`src/sv/mlp_pkg.sv`:
```
// Shared types, widths and the sigmoid lookup table for the 4-4-4-1 perceptron.
// No dependencies; imported by every module of the block except mlp_checker.
`default_nettype none

package mlp_pkg;

    // Fixed-point format of features, weights and activations (Q2.F)
    localparam int FRAC_BITS  = 6;
    localparam int SIG_DEPTH  = 1024;

    localparam int BYTE_W     = 8;
    localparam int ACT_W      = FRAC_BITS + 1;                      // 0 .. 2^F
    localparam int SRC_W      = (ACT_W + 1 > BYTE_W) ? ACT_W + 1 : BYTE_W;
    localparam int SUM_W      = SRC_W + BYTE_W + 3;                 // 4 products + bias
    localparam int OUT_W      = 17;                                 // Q5.2F result field

    // Hidden sums saturate to [-L, L-1], L = 8 << 2F
    localparam int SUM_LIMIT  = 8 << (2 * FRAC_BITS);
    localparam int LIM_W      = $clog2(2 * SUM_LIMIT);
    localparam int IDX_W      = $clog2(SIG_DEPTH);
    localparam int IDX_SHIFT  = LIM_W - IDX_W;

    localparam int N_UNITS    = 4;
    localparam int W_WORD_W   = N_UNITS * N_UNITS * BYTE_W;         // one layer of weights
    localparam int B_WORD_W   = N_UNITS * BYTE_W;                   // one layer of biases
    localparam int CFG_W      = 64;
    localparam int CFG_IDX_W  = 3;
    localparam int OUT_CFG_W  = 40;

    typedef enum logic [CFG_IDX_W-1:0] {
        CFG_L1_LO  = 3'd0,
        CFG_L1_HI  = 3'd1,
        CFG_L2_LO  = 3'd2,
        CFG_L2_HI  = 3'd3,
        CFG_BIAS   = 3'd4,
        CFG_OUT_WB = 3'd5
    } t_cfg_idx;

    typedef logic        [ACT_W-1:0] t_act;
    typedef t_act        [N_UNITS-1:0] t_act_vec;
    typedef logic signed [SRC_W-1:0] t_src;
    typedef t_src        [N_UNITS-1:0] t_src_vec;
    typedef logic signed [SUM_W-1:0] t_sum;
    typedef t_sum        [N_UNITS-1:0] t_sum_vec;
    typedef logic        [IDX_W-1:0] t_sig_idx;
    typedef t_act        t_sig_rom [SIG_DEPTH];

    localparam longint unsigned Q30_ONE = 64'd1 << 30;

    // e^-1 unit step in Q30 (series to the third order term)
    localparam longint unsigned EXP_BASE = Q30_ONE - (Q30_ONE >> (2 * FRAC_BITS))
                                         + (Q30_ONE >> (4 * FRAC_BITS + 1))
                                         - (Q30_ONE >> (6 * FRAC_BITS)) / 6;

    function automatic longint unsigned q30_mul(longint unsigned a, longint unsigned b);
        return (a * b + (64'd1 << 29)) >> 30;
    endfunction

    // Unsigned long division by shift and subtract; used only to build the table
    function automatic longint unsigned udiv64(longint unsigned n, longint unsigned d);
        longint unsigned q;
        longint unsigned r;
        q = '0;
        r = '0;
        for (int b = 63; b >= 0; b--) begin
            r = {r[62:0], n[b]};
            if (r >= d) begin
                r    = r - d;
                q[b] = 1'b1;
            end
        end
        return q;
    endfunction

    // Evaluated at elaboration: e^-|x| by square-and-multiply in Q30, then
    // the rounded logistic value in Q2.F.
    function automatic t_sig_rom build_sig_rom();
        t_sig_rom        rom;
        longint unsigned base;
        longint unsigned acc;
        longint unsigned mag;
        longint unsigned den;
        longint unsigned num;
        longint          x;
        for (int i = 0; i < SIG_DEPTH; i++) begin
            x   = -longint'(SUM_LIMIT)
                + longint'(((2 * longint'(i) + 1) * longint'(SUM_LIMIT)) / SIG_DEPTH);
            mag = (x < 0) ? longint'(-x) : longint'(x);
            acc  = Q30_ONE;
            base = EXP_BASE;
            for (int b = 0; b < LIM_W; b++) begin
                if (mag[b]) begin
                    acc = q30_mul(acc, base);
                end
                base = q30_mul(base, base);
            end
            den = Q30_ONE + acc;
            num = ((x >= 0) ? Q30_ONE : acc) << FRAC_BITS;
            rom[i] = ACT_W'(udiv64(2 * num + den, 2 * den));
        end
        return rom;
    endfunction

    localparam t_sig_rom SIG_ROM = build_sig_rom();

endpackage

`default_nettype wire

```
`src/sv/mlp_layer_mac.sv`:
```
// One hidden layer: four units, each a four-term dot product plus shifted bias.
// Registered output stage with valid/ready; uses mlp_pkg.
`default_nettype none

module mlp_layer_mac (
    input  wire                                  i_clk,
    input  wire                                  i_rst_n,
    input  wire                                  i_valid,
    output logic                                 o_ready,
    input  mlp_pkg::t_src_vec                    i_src,
    input  wire  [mlp_pkg::W_WORD_W-1:0]         i_weights,  // byte unit*4+source
    input  wire  [mlp_pkg::B_WORD_W-1:0]         i_biases,   // byte per unit
    output logic                                 o_valid,
    input  wire                                  i_ready,
    output mlp_pkg::t_sum_vec                    o_sum
);
    import mlp_pkg::*;

    logic     r_valid;
    t_sum_vec r_sum;
    t_sum_vec n_sum;
    logic     load;

    always_comb begin
        t_sum acc;
        acc = '0;
        for (int u = 0; u < N_UNITS; u++) begin
            acc = t_sum'($signed(i_biases[u*BYTE_W +: BYTE_W])) <<< FRAC_BITS;
            for (int j = 0; j < N_UNITS; j++) begin
                acc = acc + t_sum'($signed(i_weights[(u*N_UNITS + j)*BYTE_W +: BYTE_W]))
                          * t_sum'($signed(i_src[j]));
            end
            n_sum[u] = acc;
        end
    end

    assign o_ready = !r_valid || i_ready;
    assign load    = i_valid && o_ready;

    always_ff @(posedge i_clk) begin
        if (!i_rst_n) begin
            r_valid <= 1'b0;
        end else if (load) begin
            r_valid <= 1'b1;
        end else if (i_ready) begin
            r_valid <= 1'b0;
        end
    end

    always_ff @(posedge i_clk) begin
        if (load) begin
            r_sum <= n_sum;
        end
    end

    assign o_valid = r_valid;
    assign o_sum   = r_sum;

endmodule

`default_nettype wire

```
`config.mk`:
```
export PLATFORM = sky130hd
export DESIGN_NAME = mlp_layer_mac
export DESIGN_NICKNAME = d
export VERILOG_FILES = /design/src/sv/mlp_pkg.sv /design/src/sv/mlp_layer_mac.sv
export SDC_FILE = /design/constraint.sdc
export NUM_CORES = 2
export LEC_CHECK = 0
export BUFFER_PORTS_ARGS = -buffer_cell sky130_fd_sc_hd__buf_2
export CORE_ASPECT_RATIO = 0.6
export CORE_MARGIN = 3
export CORE_UTILIZATION = 55
export CTS_BUF_LIST = sky130_fd_sc_hd__clkbuf_8
export DETAILED_ROUTE_END_ITERATION = 6
export GPL_ROUTABILITY_DRIVEN = 0
export PLACE_DENSITY = 0.73
export SYNTH_ARGS = -nofsm -noshare
export SYNTH_HDL_FRONTEND = slang
export SYNTH_SLANG_ARGS = --single-unit
```
`constraint.sdc`:
```
create_clock -name i_clk -period 8.5 [get_ports i_clk]
set_clock_uncertainty 0.15 [all_clocks]
set_input_delay 0.85 -clock i_clk [delete_from_list [all_inputs] [get_ports i_clk]]
set_output_delay 0.85 -clock i_clk [all_outputs]
set_load 0.005 [all_outputs]
```
# After elaboration in Yosys (flattened, before gate mapping)
# Cells that the tools add are included.
# word_totals
reg_bits	77
latch_bits	0
mem_bits_rw	0
mem_bits_ro	0
inputBits	196
out_inout_bits	78
elab_cells	43
memories	0
# op_classes
n_addsub	16
multipliers	16
div	0
order_cmp	0
n_eq_ne	0
n_shift	0
n_mux	2
n_bitwise	0
n_reduce_logical	4
# op_table
op	n
multiplier 8 x 8 -> 16 bit	16
adder 18 x 16 -> 19 bit	4
adder 19 x 16 -> 19 bit	4
adder 17 x 16 -> 18 bit	4
adder 14 x 16 -> 17 bit	4
two-way mux 1 bit	2
nonzero test 2 bit	1
logical AND 1 bit	1
logical NOT 1 bit	1
logical OR 1 bit	1

# Longest topological paths before layout
# depth
word_depth	5
depth_mapped	25
depth_no_buf	23

# Worst setup path before layout
# No wires, ideal clock.
# synth_path
path_type	in2reg
from	input port i_src[24] (netlist name)
to	register r_sum (netlist bit o_sum[56]) (data pin)
setup_ps	260
arrival_ps	6932
path_slack_ps	1158
cell_stages	22
path_cell_list	clkbuf_1 > nand2_1 > fa_1 > inv_1 > fa_1 > fa_1 > inv_1 > fa_1 > inv_1 > fa_1 > fa_1 > fa_1 > inv_1 > fa_1 > inv_1 > ha_1 > and2_1 > a2111oi_2 > o211a_1 > o211ai_1 > a41oi_1 > xnor2_1
# synth_lines
element	line_no	text
from (decl)	mlp_layer_mac.sv:10	input mlp_pkg::t_src_vec i_src,
to (signal assigned)	mlp_layer_mac.sv:52	r_sum <= n_sum;
to (decl)	mlp_layer_mac.sv:20	t_sum_vec r_sum;

==> reports/metrics.cfg <==
[detailed_routing]
postRouteAntennaNets = 0
routed_wl_um = 123000
drc = 0
vias_per_cell = 5.13
vias = 32200
detailedRoute.firstIterationViolations = 2115
drtPass1Iterations = 5
wl_per_cell_um = 19.7

[setup_path]
ff2ff_setup_slack_ns = 6.41
path_max_fanout = 24
ff2ff_path_depth = 3
worst-endpoint-arrival_ns = 7.95
crit_start = i_src[0]
r2r_start = o_valid
worstReg2RegEnd = o_sum[23]
crit_end = o_sum[56]
critPathKind = in -> reg
cp-start-kind = input port
cp.required_ns = 8.59
end_kind = register

[yosys]
synthAdderAreaFrac_pct = 66.1
synth_cell_type_count = 54
synth_nets = 6799
synth-simple-area-share_pct = 12.0
synth_top_family_by_area = adder cells
ys_seq_area_share_pct = 4.78
synth.avg_cell_area_um2 = 9.89
ys_warn_count = 0
muxShareOfSynthArea_pct = 0.0442
ys_ff_latch = 77
synth_flop_cell = edfxtp_1
synth-xor-area-share_pct = 1.77
netlist_instances = 4866
synth_edf_count = 76
synth_area_um2 = 48100
synth_compound_area_share_pct = 2.05
synthArstFlopShare_pct = 0

[floorplan]
ios = 274
die_y_um = 235
dieArea_um2 = 91200
die_w_um = 388
start_util_pct = 55.9
core_um2 = 86100
rows = 83

[sta]
fmax_mhz = 127
rsz0062_at_grt = false
fin_tns_setup_ns = 0
timing.final.max_slew_violations = 0
hold_viol = 0
finalWorstSetupSlack_ns = 0.643
worstMarginPinSlew_ns = 1.11
maxSlewHeadroom_pct = 25.7
fin_crit_sh_pct = 92.4
setup_viol = 0
finalCriticalPeriod_ns = 7.86

[clock_network]
cts_max_level = 3
cts_buffer_depth = 2
cts-resized-gates = 0
path_clk_slew_ns = 0.08
cts_buffers = 9
post-cts-setup-buffer-count = 0
clkLatencyLatePin_ns = 0.51
ctsRootBufferMaster = clkbuf_8
cts_tree = built
ctsHoldBuffers = 0
cts.sinks = 77

[place]
dp_hpwl_um = 107000
postPlaceCellArea_um2 = 51000
place_ws_ns = 0.231
numPortBuffers = 273

[global_route]
track_usage_pct = 29.1
first_global_vias = 36400
grt_max_degree = 40
met1_usage_pct = 42.8
met3_usage_pct = 6.82
overflow = 0
grt_pass1_wl_um = 203000
gr-usage-met2_pct = 44.3
antenna_found_initial = 16
grt-busiest-layer = met2

[status]
outcome = complete, no violations

[layout]
drive_above_1_share_pct = 6.78
area_growth_syn_to_layout_pct = 6.31
finalNetCount = 7031
final_area_um2 = 51200

[job]
drv_cap = 0

[hold_path]
hp-class = reg -> reg

-- synth_stat cells, drive strengths merged (2+ instances only) --
library cell | number | area, um2
inv | 1597 | 5990
or4 | 2 | 15.0
nand2 | 397 | 1490
clkinv | 2 | 7.51
a211o | 2 | 17.5
nor2b | 55 | 344
a21oi | 43 | 219
nand3 | 4 | 20.0
a2111oi | 3 | 51.3
fa | 1341 | 26800
clkbuf | 102 | 383
nor3 | 8 | 40.0
a31oi | 4 | 25.0
xor2 | 28 | 245
o21a | 10 | 75.1
and3 | 3 | 18.8
and2 | 522 | 3270
a211oi | 7 | 52.6
o311ai | 2 | 25.0
a41oi | 2 | 17.5
nand4 | 4 | 25.0
or2 | 2 | 12.5
xnor2 | 69 | 604
nand2b | 47 | 294
ha | 396 | 4950
a21o | 16 | 120
o21bai | 13 | 101
o21ai | 23 | 115
or3 | 4 | 25.0
nor2 | 58 | 220
edfxtp | 76 | 2280
o31ai | 3 | 22.5
o211ai | 6 | 45.0
-- worst min-delay path by stage --
stage	depth (start not counted)	slack, ns	to	from
6_report	2	0.40	o_valid	o_valid
3_3_place_gp	2	0.36	o_valid	o_valid
2_1_floorplan	2	0.39	o_valid	o_valid
4_1_cts	2	0.39	o_valid	i_rst_n
5_1_grt	2	0.42	o_valid	i_rst_n
3_5_place_dp	2	0.39	o_valid	o_valid
-- worst max-delay path, stage by stage --
cell and delay, ns:
buf_2 0.56, and2_1 0.62, inv_1 0.13, fa_1 0.50, fa_1 0.53, inv_1 0.06
fa_1 0.56, fa_1 0.46, fa_1 0.47, fa_1 0.40, fa_1 0.52, inv_1 0.05
fa_1 0.47, inv_1 0.04, ha_1 0.33, o21ai_0 0.36, a21oi_1 0.14, o21ai_0 0.28
o211ai_1 0.21, a41oi_1 0.29, xnor2_1 0.09
-- flip-flops by register name, summed over array words and instances, names as in the netlist --
register and count:
o_valid 1, o_sum 76
-- stage by stage --
stage | hold WS [ns] | cells | util [%]
global placement | 0.359 | 6234 | 59.2
global route | 0.418 | 6260 | 59.4
CTS | 0.385 | 6250 | 59.4
detailed placement | 0.393 | 6234 | 59.2
floorplan | 0.387 | 4866 | -
finish | 0.400 | 6265 | 59.4
-- kinds of logic after synthesis --
kind of cell	Yosys count
compound gates	145
xor+xnor	97
fa+ha+maj	1737
buf+inv	1701
flops	77
mux	2
simple gates	1107
-- area by class of cell --
type,instances,area (um2)
Fill cell,7461,34900
Antenna cell,15,37.5
Timing Repair Buffer,323,1780
Inverter,1599,6000
Clock inverter,6,26.3
Clock buffer,10,138
Sequential cell,77,2300
Tap cell,1147,1440
Multi-Input combinational cell,3088,39400
-- per-layer routing --
metal  wire length (um)  vias up
met5                 45        -
met4               2430        8
met3              11500      112
met2              55500     1229
met1              53800    16700
li1                   -    14100
-- placed cells by master, fill, tap and decap left out, drive strengths merged, types with 4 or more instances in the layout --
master  Yosys  routed
a21oi      43      43
fa       1341    1341
nand2b     47      47
o21bai     13      13
diode       0      15
nand3       4       4
ha        396     396
or3         4       4
xor2       28      28
a21o       16      16
buf         0     323
nand2     397     397
edfxtp     76      76
nor2b      55      55
o21a       10      10
a31oi       4       4
inv      1597    1600
xnor2      69      69
o211ai      6       6
o21ai      23      23
nor3        8       8
a211oi      7       7
nand4       4       4
clkinv      2       5
clkbuf    102      10
nor2       58      58
and2      522     522
Power is left out: the tool's default activity adds up to more than one toggle a clock period on the data nets, which glitch-free logic cannot reach.
