`src/sv/mlp_pkg.sv`:
```
// Shared types, widths and the sigmoid lookup table for the 4-4-4-1 perceptron.
// No dependencies; imported by every module of the block except mlp_checker.
`default_nettype none

package mlp_pkg;

    // Fixed-point format of features, weights and activations (Q2.F)
    localparam int FRAC_BITS  = 6;
    localparam int SIG_DEPTH  = 1024;

    localparam int BYTE_W     = 8;
    localparam int ACT_W      = FRAC_BITS + 1;                      // 0 .. 2^F
    localparam int SRC_W      = (ACT_W + 1 > BYTE_W) ? ACT_W + 1 : BYTE_W;
    localparam int SUM_W      = SRC_W + BYTE_W + 3;                 // 4 products + bias
    localparam int OUT_W      = 17;                                 // Q5.2F result field

    // Hidden sums saturate to [-L, L-1], L = 8 << 2F
    localparam int SUM_LIMIT  = 8 << (2 * FRAC_BITS);
    localparam int LIM_W      = $clog2(2 * SUM_LIMIT);
    localparam int IDX_W      = $clog2(SIG_DEPTH);
    localparam int IDX_SHIFT  = LIM_W - IDX_W;

    localparam int N_UNITS    = 4;
    localparam int W_WORD_W   = N_UNITS * N_UNITS * BYTE_W;         // one layer of weights
    localparam int B_WORD_W   = N_UNITS * BYTE_W;                   // one layer of biases
    localparam int CFG_W      = 64;
    localparam int CFG_IDX_W  = 3;
    localparam int OUT_CFG_W  = 40;

    typedef enum logic [CFG_IDX_W-1:0] {
        CFG_L1_LO  = 3'd0,
        CFG_L1_HI  = 3'd1,
        CFG_L2_LO  = 3'd2,
        CFG_L2_HI  = 3'd3,
        CFG_BIAS   = 3'd4,
        CFG_OUT_WB = 3'd5
    } t_cfg_idx;

    typedef logic        [ACT_W-1:0] t_act;
    typedef t_act        [N_UNITS-1:0] t_act_vec;
    typedef logic signed [SRC_W-1:0] t_src;
    typedef t_src        [N_UNITS-1:0] t_src_vec;
    typedef logic signed [SUM_W-1:0] t_sum;
    typedef t_sum        [N_UNITS-1:0] t_sum_vec;
    typedef logic        [IDX_W-1:0] t_sig_idx;
    typedef t_act        t_sig_rom [SIG_DEPTH];

    localparam longint unsigned Q30_ONE = 64'd1 << 30;

    // e^-1 unit step in Q30 (series to the third order term)
    localparam longint unsigned EXP_BASE = Q30_ONE - (Q30_ONE >> (2 * FRAC_BITS))
                                         + (Q30_ONE >> (4 * FRAC_BITS + 1))
                                         - (Q30_ONE >> (6 * FRAC_BITS)) / 6;

    function automatic longint unsigned q30_mul(longint unsigned a, longint unsigned b);
        return (a * b + (64'd1 << 29)) >> 30;
    endfunction

    // Unsigned long division by shift and subtract; used only to build the table
    function automatic longint unsigned udiv64(longint unsigned n, longint unsigned d);
        longint unsigned q;
        longint unsigned r;
        q = '0;
        r = '0;
        for (int b = 63; b >= 0; b--) begin
            r = {r[62:0], n[b]};
            if (r >= d) begin
                r    = r - d;
                q[b] = 1'b1;
            end
        end
        return q;
    endfunction

    // Evaluated at elaboration: e^-|x| by square-and-multiply in Q30, then
    // the rounded logistic value in Q2.F.
    function automatic t_sig_rom build_sig_rom();
        t_sig_rom        rom;
        longint unsigned base;
        longint unsigned acc;
        longint unsigned mag;
        longint unsigned den;
        longint unsigned num;
        longint          x;
        for (int i = 0; i < SIG_DEPTH; i++) begin
            x   = -longint'(SUM_LIMIT)
                + longint'(((2 * longint'(i) + 1) * longint'(SUM_LIMIT)) / SIG_DEPTH);
            mag = (x < 0) ? longint'(-x) : longint'(x);
            acc  = Q30_ONE;
            base = EXP_BASE;
            for (int b = 0; b < LIM_W; b++) begin
                if (mag[b]) begin
                    acc = q30_mul(acc, base);
                end
                base = q30_mul(base, base);
            end
            den = Q30_ONE + acc;
            num = ((x >= 0) ? Q30_ONE : acc) << FRAC_BITS;
            rom[i] = ACT_W'(udiv64(2 * num + den, 2 * den));
        end
        return rom;
    endfunction

    localparam t_sig_rom SIG_ROM = build_sig_rom();

endpackage

`default_nettype wire

```
`src/sv/mlp_out_mac.sv`:
```
// Output unit: dot product of layer-two activations plus shifted bias, sign test.
// Acts as the block's output register; uses mlp_pkg.
`default_nettype none

module mlp_out_mac (
    input  wire                           i_clk,
    input  wire                           i_rst_n,
    input  wire                           i_valid,
    output logic                          o_ready,
    input  mlp_pkg::t_act_vec             i_act,
    input  wire  [mlp_pkg::OUT_CFG_W-1:0] i_weights_bias,  // bytes 0-3 weights, 4 bias
    output logic                          o_valid,
    input  wire                           i_ready,
    output logic                          o_act_now,
    output logic signed [mlp_pkg::OUT_W-1:0] o_output_sum
);
    import mlp_pkg::*;

    logic                    r_valid;
    logic                    r_act_now;
    logic signed [OUT_W-1:0] r_sum;
    t_sum                    n_sum;
    logic                    load;

    always_comb begin
        n_sum = t_sum'($signed(i_weights_bias[N_UNITS*BYTE_W +: BYTE_W])) <<< FRAC_BITS;
        for (int j = 0; j < N_UNITS; j++) begin
            n_sum = n_sum + t_sum'($signed(i_weights_bias[j*BYTE_W +: BYTE_W]))
                          * t_sum'({1'b0, i_act[j]});
        end
    end

    assign o_ready = !r_valid || i_ready;
    assign load    = i_valid && o_ready;

    always_ff @(posedge i_clk) begin
        if (!i_rst_n) begin
            r_valid <= 1'b0;
        end else if (load) begin
            r_valid <= 1'b1;
        end else if (i_ready) begin
            r_valid <= 1'b0;
        end
    end

    always_ff @(posedge i_clk) begin
        if (load) begin
            r_sum     <= n_sum[OUT_W-1:0];
            r_act_now <= !n_sum[SUM_W-1] && (n_sum != '0);
        end
    end

    assign o_valid      = r_valid;
    assign o_act_now    = r_act_now;
    assign o_output_sum = r_sum;

endmodule

`default_nettype wire

```
`config.mk`:
```
export PLATFORM = sky130hd
export DESIGN_NAME = mlp_out_mac
export DESIGN_NICKNAME = d
export VERILOG_FILES = /design/src/sv/mlp_pkg.sv /design/src/sv/mlp_out_mac.sv
export SDC_FILE = /design/constraint.sdc
export NUM_CORES = 1
export LEC_CHECK = 0
export ABC_AREA = 1
export BUFFER_PORTS_ARGS = -buffer_cell sky130_fd_sc_hd__clkbuf_2
export CORE_UTILIZATION = 45
export CTS_CLUSTER_SIZE = 10
export DETAILED_ROUTE_END_ITERATION = 10
export SETUP_SLACK_MARGIN = 0.05
export SYNTH_ARGS = -nofsm -noshare
export SYNTH_HDL_FRONTEND = slang
export SYNTH_SLANG_ARGS = --single-unit
```
`constraint.sdc`:
```
create_clock -name i_clk -period 15 [get_ports i_clk]
set_clock_uncertainty 0.15 [all_clocks]
set_input_delay 0.75 -clock i_clk [delete_from_list [all_inputs] [get_ports i_clk]]
set_output_delay 0.75 -clock i_clk [all_outputs]
set_load 0.03 [all_outputs]
```
Word level (Yosys, flattened, before mapping)
Index checks and enable logic that the tools add are counted.

storage, ports and cells
  output and inout bits = 20
  ROM bits = 0
  word-level logic and storage cells = 20
  RAM bits = 0
  bits of input ports = 72
  bits in latches = 0
  bits in registers = 19
  memories kept = 0

cells by class
  magnitude comparators = 0
  muxes and demuxes = 2
  bitwise operators = 0
  reductions and logical operators = 7
  shifts and indexed selects = 0
  eq/ne operators = 0
  divide/modulo/power cells = 0
  $add $sub $neg = 4
  $mul = 4

operator list
  cell                 number
  $mul A8 B8 Y16       4
  $add A18 B16 Y19     1
  $add A19 B16 Y19     1
  $reduce_bool A19 Y1  1
  $add A17 B16 Y18     1
  $add A14 B16 Y17     1
  $logic_and A1 B1 Y1  2
  $logic_not A1 Y1     2
  $mux W1              2
  $reduce_bool A2 Y1   1
  $logic_or A1 B1 Y1   1

Longest topological paths before layout
  word-level depth = 7
  depth in mapped cells = 33
  depth with buffers taken out = 32

Worst setup path after synthesis
OpenSTA, ideal clock, no wires.

  path type = input to register
  start = in i_act[21] in the netlist's numbering
  end = reg r_act_now, in the netlist o_act_now (data pin)
  buffers on the path = 1
  library setup time = 0.252 ns
  arrival time = 6.602 ns
  cell stages on the path = 23
  required time = 14.598 ns
  setup slack = 7.996 ns
  path through = clkbuf_1 nand2_1 fa_1 fa_1 fa_1 fa_1 inv_1 fa_1 inv_1 fa_1 fa_1 fa_1 inv_1 ha_1 inv_1 nor3_1 nand3_1 nand3_1 nand2_1 inv_1 nand2_1 nor2_1 nor2_1

on the way
  cells in the longest elaborated chain, start to end = 4
  elaborated cells between the ends (all ways) = 5
  classes of those cells = 1 x add/sub; 1 x mul; 3 x reduce/logical

RTL lines
  element                                                         RTL line           RTL
  from (decl)                                                     mlp_out_mac.sv:10  input mlp_pkg::t_act_vec i_act,
  $mul A8 B8 Y16 (*)                                              mlp_out_mac.sv:29  * t_sum'({1'b0, i_act[j]});
  $add A19 B16 Y19 (*)                                            mlp_out_mac.sv:28  n_sum = n_sum + t_sum'($signed(i_weights_bias[j*BYTE_W +: BYTE_W]))
  $reduce_bool A19 Y1 / $logic_not A1 Y1 (equally long branches)  mlp_out_mac.sv:49  r_act_now <= !n_sum[SUM_W-1] && (n_sum != '0);
  $logic_and A1 B1 Y1 (*)                                         mlp_out_mac.sv:49
  to (signal assigned)                                            mlp_out_mac.sv:49
  to (decl)                                                       mlp_out_mac.sv:20  logic r_act_now;

Every way passes the cells marked *; elsewhere a longest branch is shown, timed or not.
A chain may end at the register's enable or synchronous reset.

Final worst setup path
  start = in i_act[14] in the netlist's numbering
  end = reg r_act_now, in the netlist o_act_now (data pin)

on the way
  cells in the longest elaborated chain, start to end = 5
  elaborated cells between the ends (all ways) = 6
  classes of those cells = 2 x add/sub; 1 x mul; 3 x reduce/logical

RTL lines
  element                                                         RTL line
  $mul A8 B8 Y16 (*)                                              mlp_out_mac.sv:29
  $add A18 B16 Y19 (*)                                            mlp_out_mac.sv:28
  $add A19 B16 Y19 (*)                                            mlp_out_mac.sv:28
  $reduce_bool A19 Y1 / $logic_not A1 Y1 (equally long branches)  mlp_out_mac.sv:49
  $logic_and A1 B1 Y1 (*)                                         mlp_out_mac.sv:49

Marks and branches as above.

==> results.yml <==
sta:
  setup_viol: 0
  fin_setup_tns_ns: 0
  fmax_mhz: 136
  layout_min_cycle_time_ns: 7.36
  timing.final.ws_setup_ns: 7.64
  worst_pin_slew_ns: 1.04
  rsz0062_at_grt: "no"
  timing.final.crit_share_pct: 49.1
  relSlewSlack_pct: 30.5
  hold_violations: 0
  final_max_slew_viol_count: 0
logic_synthesis:
  yosysSeqAreaShare_pct: 4.95
  synth_area_per_cell_um2: 8.40
  synth-main-ff-cell: "edfxtp_1"
  synth_cell_type_count: 27
  syn_area_um2: 11300
  async_flop_share_pct: 0
  syn-num-nets: 1815
  synth_top_area_share_pct: 51.0
  synth_area_leaders: "fa_1, inv_1, ha_1"
  synthCells: 1350
  yosysTopAreaCell: "fa_1"
  synth-edff-count: 18
  yosysWarnings: 0
  synth-seq-cells: 19
  netlist_top_cells_count: "inv_1, nand2_1, fa_1, ha_1, clkbuf_1"
  synth_most_common_cell: "inv_1"
setup_path:
  worst_setup_path_end_kind: "register"
  slowest_stage: "fa_1"
  r2r_slack_ns: 13.35
  path_common_cell: "fa_1"
  r2r_start: "o_valid$_SDFFE_PN0P_"
  startpoint_type: "input port"
  crit_type: "input port to register"
  critPathArrivalTime_ns: 7.21
  crit_chain: "clkbuf_2 > nand2_1 > fa_1 > inv_1 > fa_1 > inv_1 > fa_1 > fa_1 > fa_1 > fa_1 > fa_1 > inv_1 > fa_1 > ha_1 > inv_1 > nor3_4 > nand3_1 > nand2_1 > nand2_1 > nand2_1 > nand4_1 > nor2_1 > nor2_1"
  required_ns: 14.85
  r2r_cells: 1
  max_stage_delay_ns: 0.71
  critPathMaxFanout: 8
  timing.rr.end: "o_output_sum[0]$_DFFE_PP_"
clock_tree:
  numCtsBuffers: 3
  cts_tree: "built"
  hold_buffers: 0
  clk_pin_slew_ns: 0.05
  cts_setup_buffers: 0
  clockBufferDepth: 2
  cts_max_level: 1
  cts-root-buf: "clkbuf_16"
  insertion_delay_ns: 0.25
  cts_sinks: 19
  cts-resized-gates: 0
die:
  io_pins: 92
  chipHeight_um: 161
  start_util_pct: 46.2
  core_area_um2: 24500
  num_rows: 57
  die_x_um: 161
  floorplan.die_area_um2: 25800
global_route:
  track_usage_pct: 20.0
  overflow: 0
  grt_pass1_wl_mm: 40.6
  grt_max_degree: 19
  antenna_found_initial: 0
  grt_pass1_vias: 8175
worst_hold_path:
  min_from: "o_valid$_SDFFE_PN0P_"
  whs_path_depth: 2
  hold_end: "o_valid$_SDFFE_PN0P_"
  hold_class: "register to register"
cells_and_area:
  finalInstanceArea_um2: 12200
  diodes: 0
  num-fill-cells: 2446
  drive_above_1_share_pct: 7.62
  finalNetCount: 1883
  syn_to_final_growth_pct: 7.40
route:
  wl_met1_mm: 10.3
  maxUsedRoutingLayer: "met4"
  num_vias: 7883
  wl_per_cell_um: 13.7
  met3_length_um: 946
  drc_errors: 0
  drtIter0Drc: 447
  drtAntennaViolNets: 0
  viasPerCell: 4.53
  wl_met2_mm: 12.5
  firstDrtPassIters: 5
  routed_wl_mm: 23.9
placed_design:
  place.gp.congestion: 0.896
  dpl-instance-area_um2: 12100
  place_ws_ns: 7.41
  portBuffers: 91
  post-dp-hpwl_mm: 22.6
run:
  cap_violations: 0
run_status:
  status: "completed"
==> worst max path at each step <==
stage          startpoint                   to  slack [ns]
3_5_place_dp    i_act[14]  o_act_now$_DFFE_PP_        7.41
3_3_place_gp    i_act[21]  o_act_now$_DFFE_PP_        7.40
6_report        i_act[14]  o_act_now$_DFFE_PP_        7.64
4_1_cts         i_act[14]  o_act_now$_DFFE_PP_        7.67
2_1_floorplan   i_act[21]  o_act_now$_DFFE_PP_        8.00
5_1_grt         i_act[14]  o_act_now$_DFFE_PP_        7.24
==> registers in the layout (all words and copies together), names as in the netlist <==
register,cells
o_act_now,1
o_valid,1
o_output_sum,17
==> metal layers <==
metal | track usage, % | vias up
met4 | 1.16 | 0
met5 | 0 | -
li1 | - | 3808
met1 | 28.3 | 3930
met2 | 35.3 | 137
met3 | 1.45 | 8
==> kinds of logic (layout without fill, tap and decap cells) <==
kind of cell / after synthesis / count (layout) / synth area share [%]
buf+inv: 560 / 627 / 18.5
xor+xnor: 6 / 6 / 0.464
fa+ha+maj: 393 / 393 / 62.5
compound gates: 18 / 18 / 0.961
flops: 19 / 19 / 4.95
simple gates: 354 / 354 / 12.6
==> area by class of cell <==
class | instances | area, µm² | share of cell area [%]
clock buffer | 4 | 78.8 | 0.648
inverter | 532 | 2000 | 16.4
multi-input combinational | 771 | 8670 | 71.3
sequential | 19 | 561 | 4.61
tap | 324 | 405 | 3.33
timing repair buffer | 91 | 455 | 3.74
==> worst max-delay path: cells and delay by family <==
kind	cells	cell delay (ns)
buf+inv	5	0.62
fa+ha+maj	9	4.59
simple gates	9	1.22
==> stage by stage <==
stage               hold slack, ns  cells  utilization (%)
floorplan                    0.711   1350                -
global placement             0.363   1737             49.3
detailed placement           0.398   1737             49.3
CTS                          0.405   1741             49.6
global route                 0.436   1741             49.6
finish                       0.393   1741             49.6
==> layout by cell type, fill, tap and decap left out <==
cell type,Yosys,layout
a21boi_2,1,1
inv_1,529,529
nor3_1,2,2
nand3b_1,5,5
nor2_1,20,20
o21bai_1,1,1
clkbuf_16,0,3
clkinv_1,1,1
clkbuf_2,0,91
nor2_2,2,2
a21boi_0,1,1
ha_1,104,104
fa_1,289,289
nand3_2,2,2
nand2_1,295,295
nor3_4,1,1
a21oi_1,11,10
nand3_1,20,20
xnor2_1,3,3
xor2_1,3,3
a21oi_2,2,3
nand2_2,3,3
o21ai_1,2,2
nand4_1,3,3
or2_1,1,1
edfxtp_1,18,18
inv_2,2,2
dfxtp_1,1,1
clkbuf_1,28,1
Power is left out: the tool's default activity adds up to more than one toggle a clock period on the data nets, which glitch-free logic cannot reach.
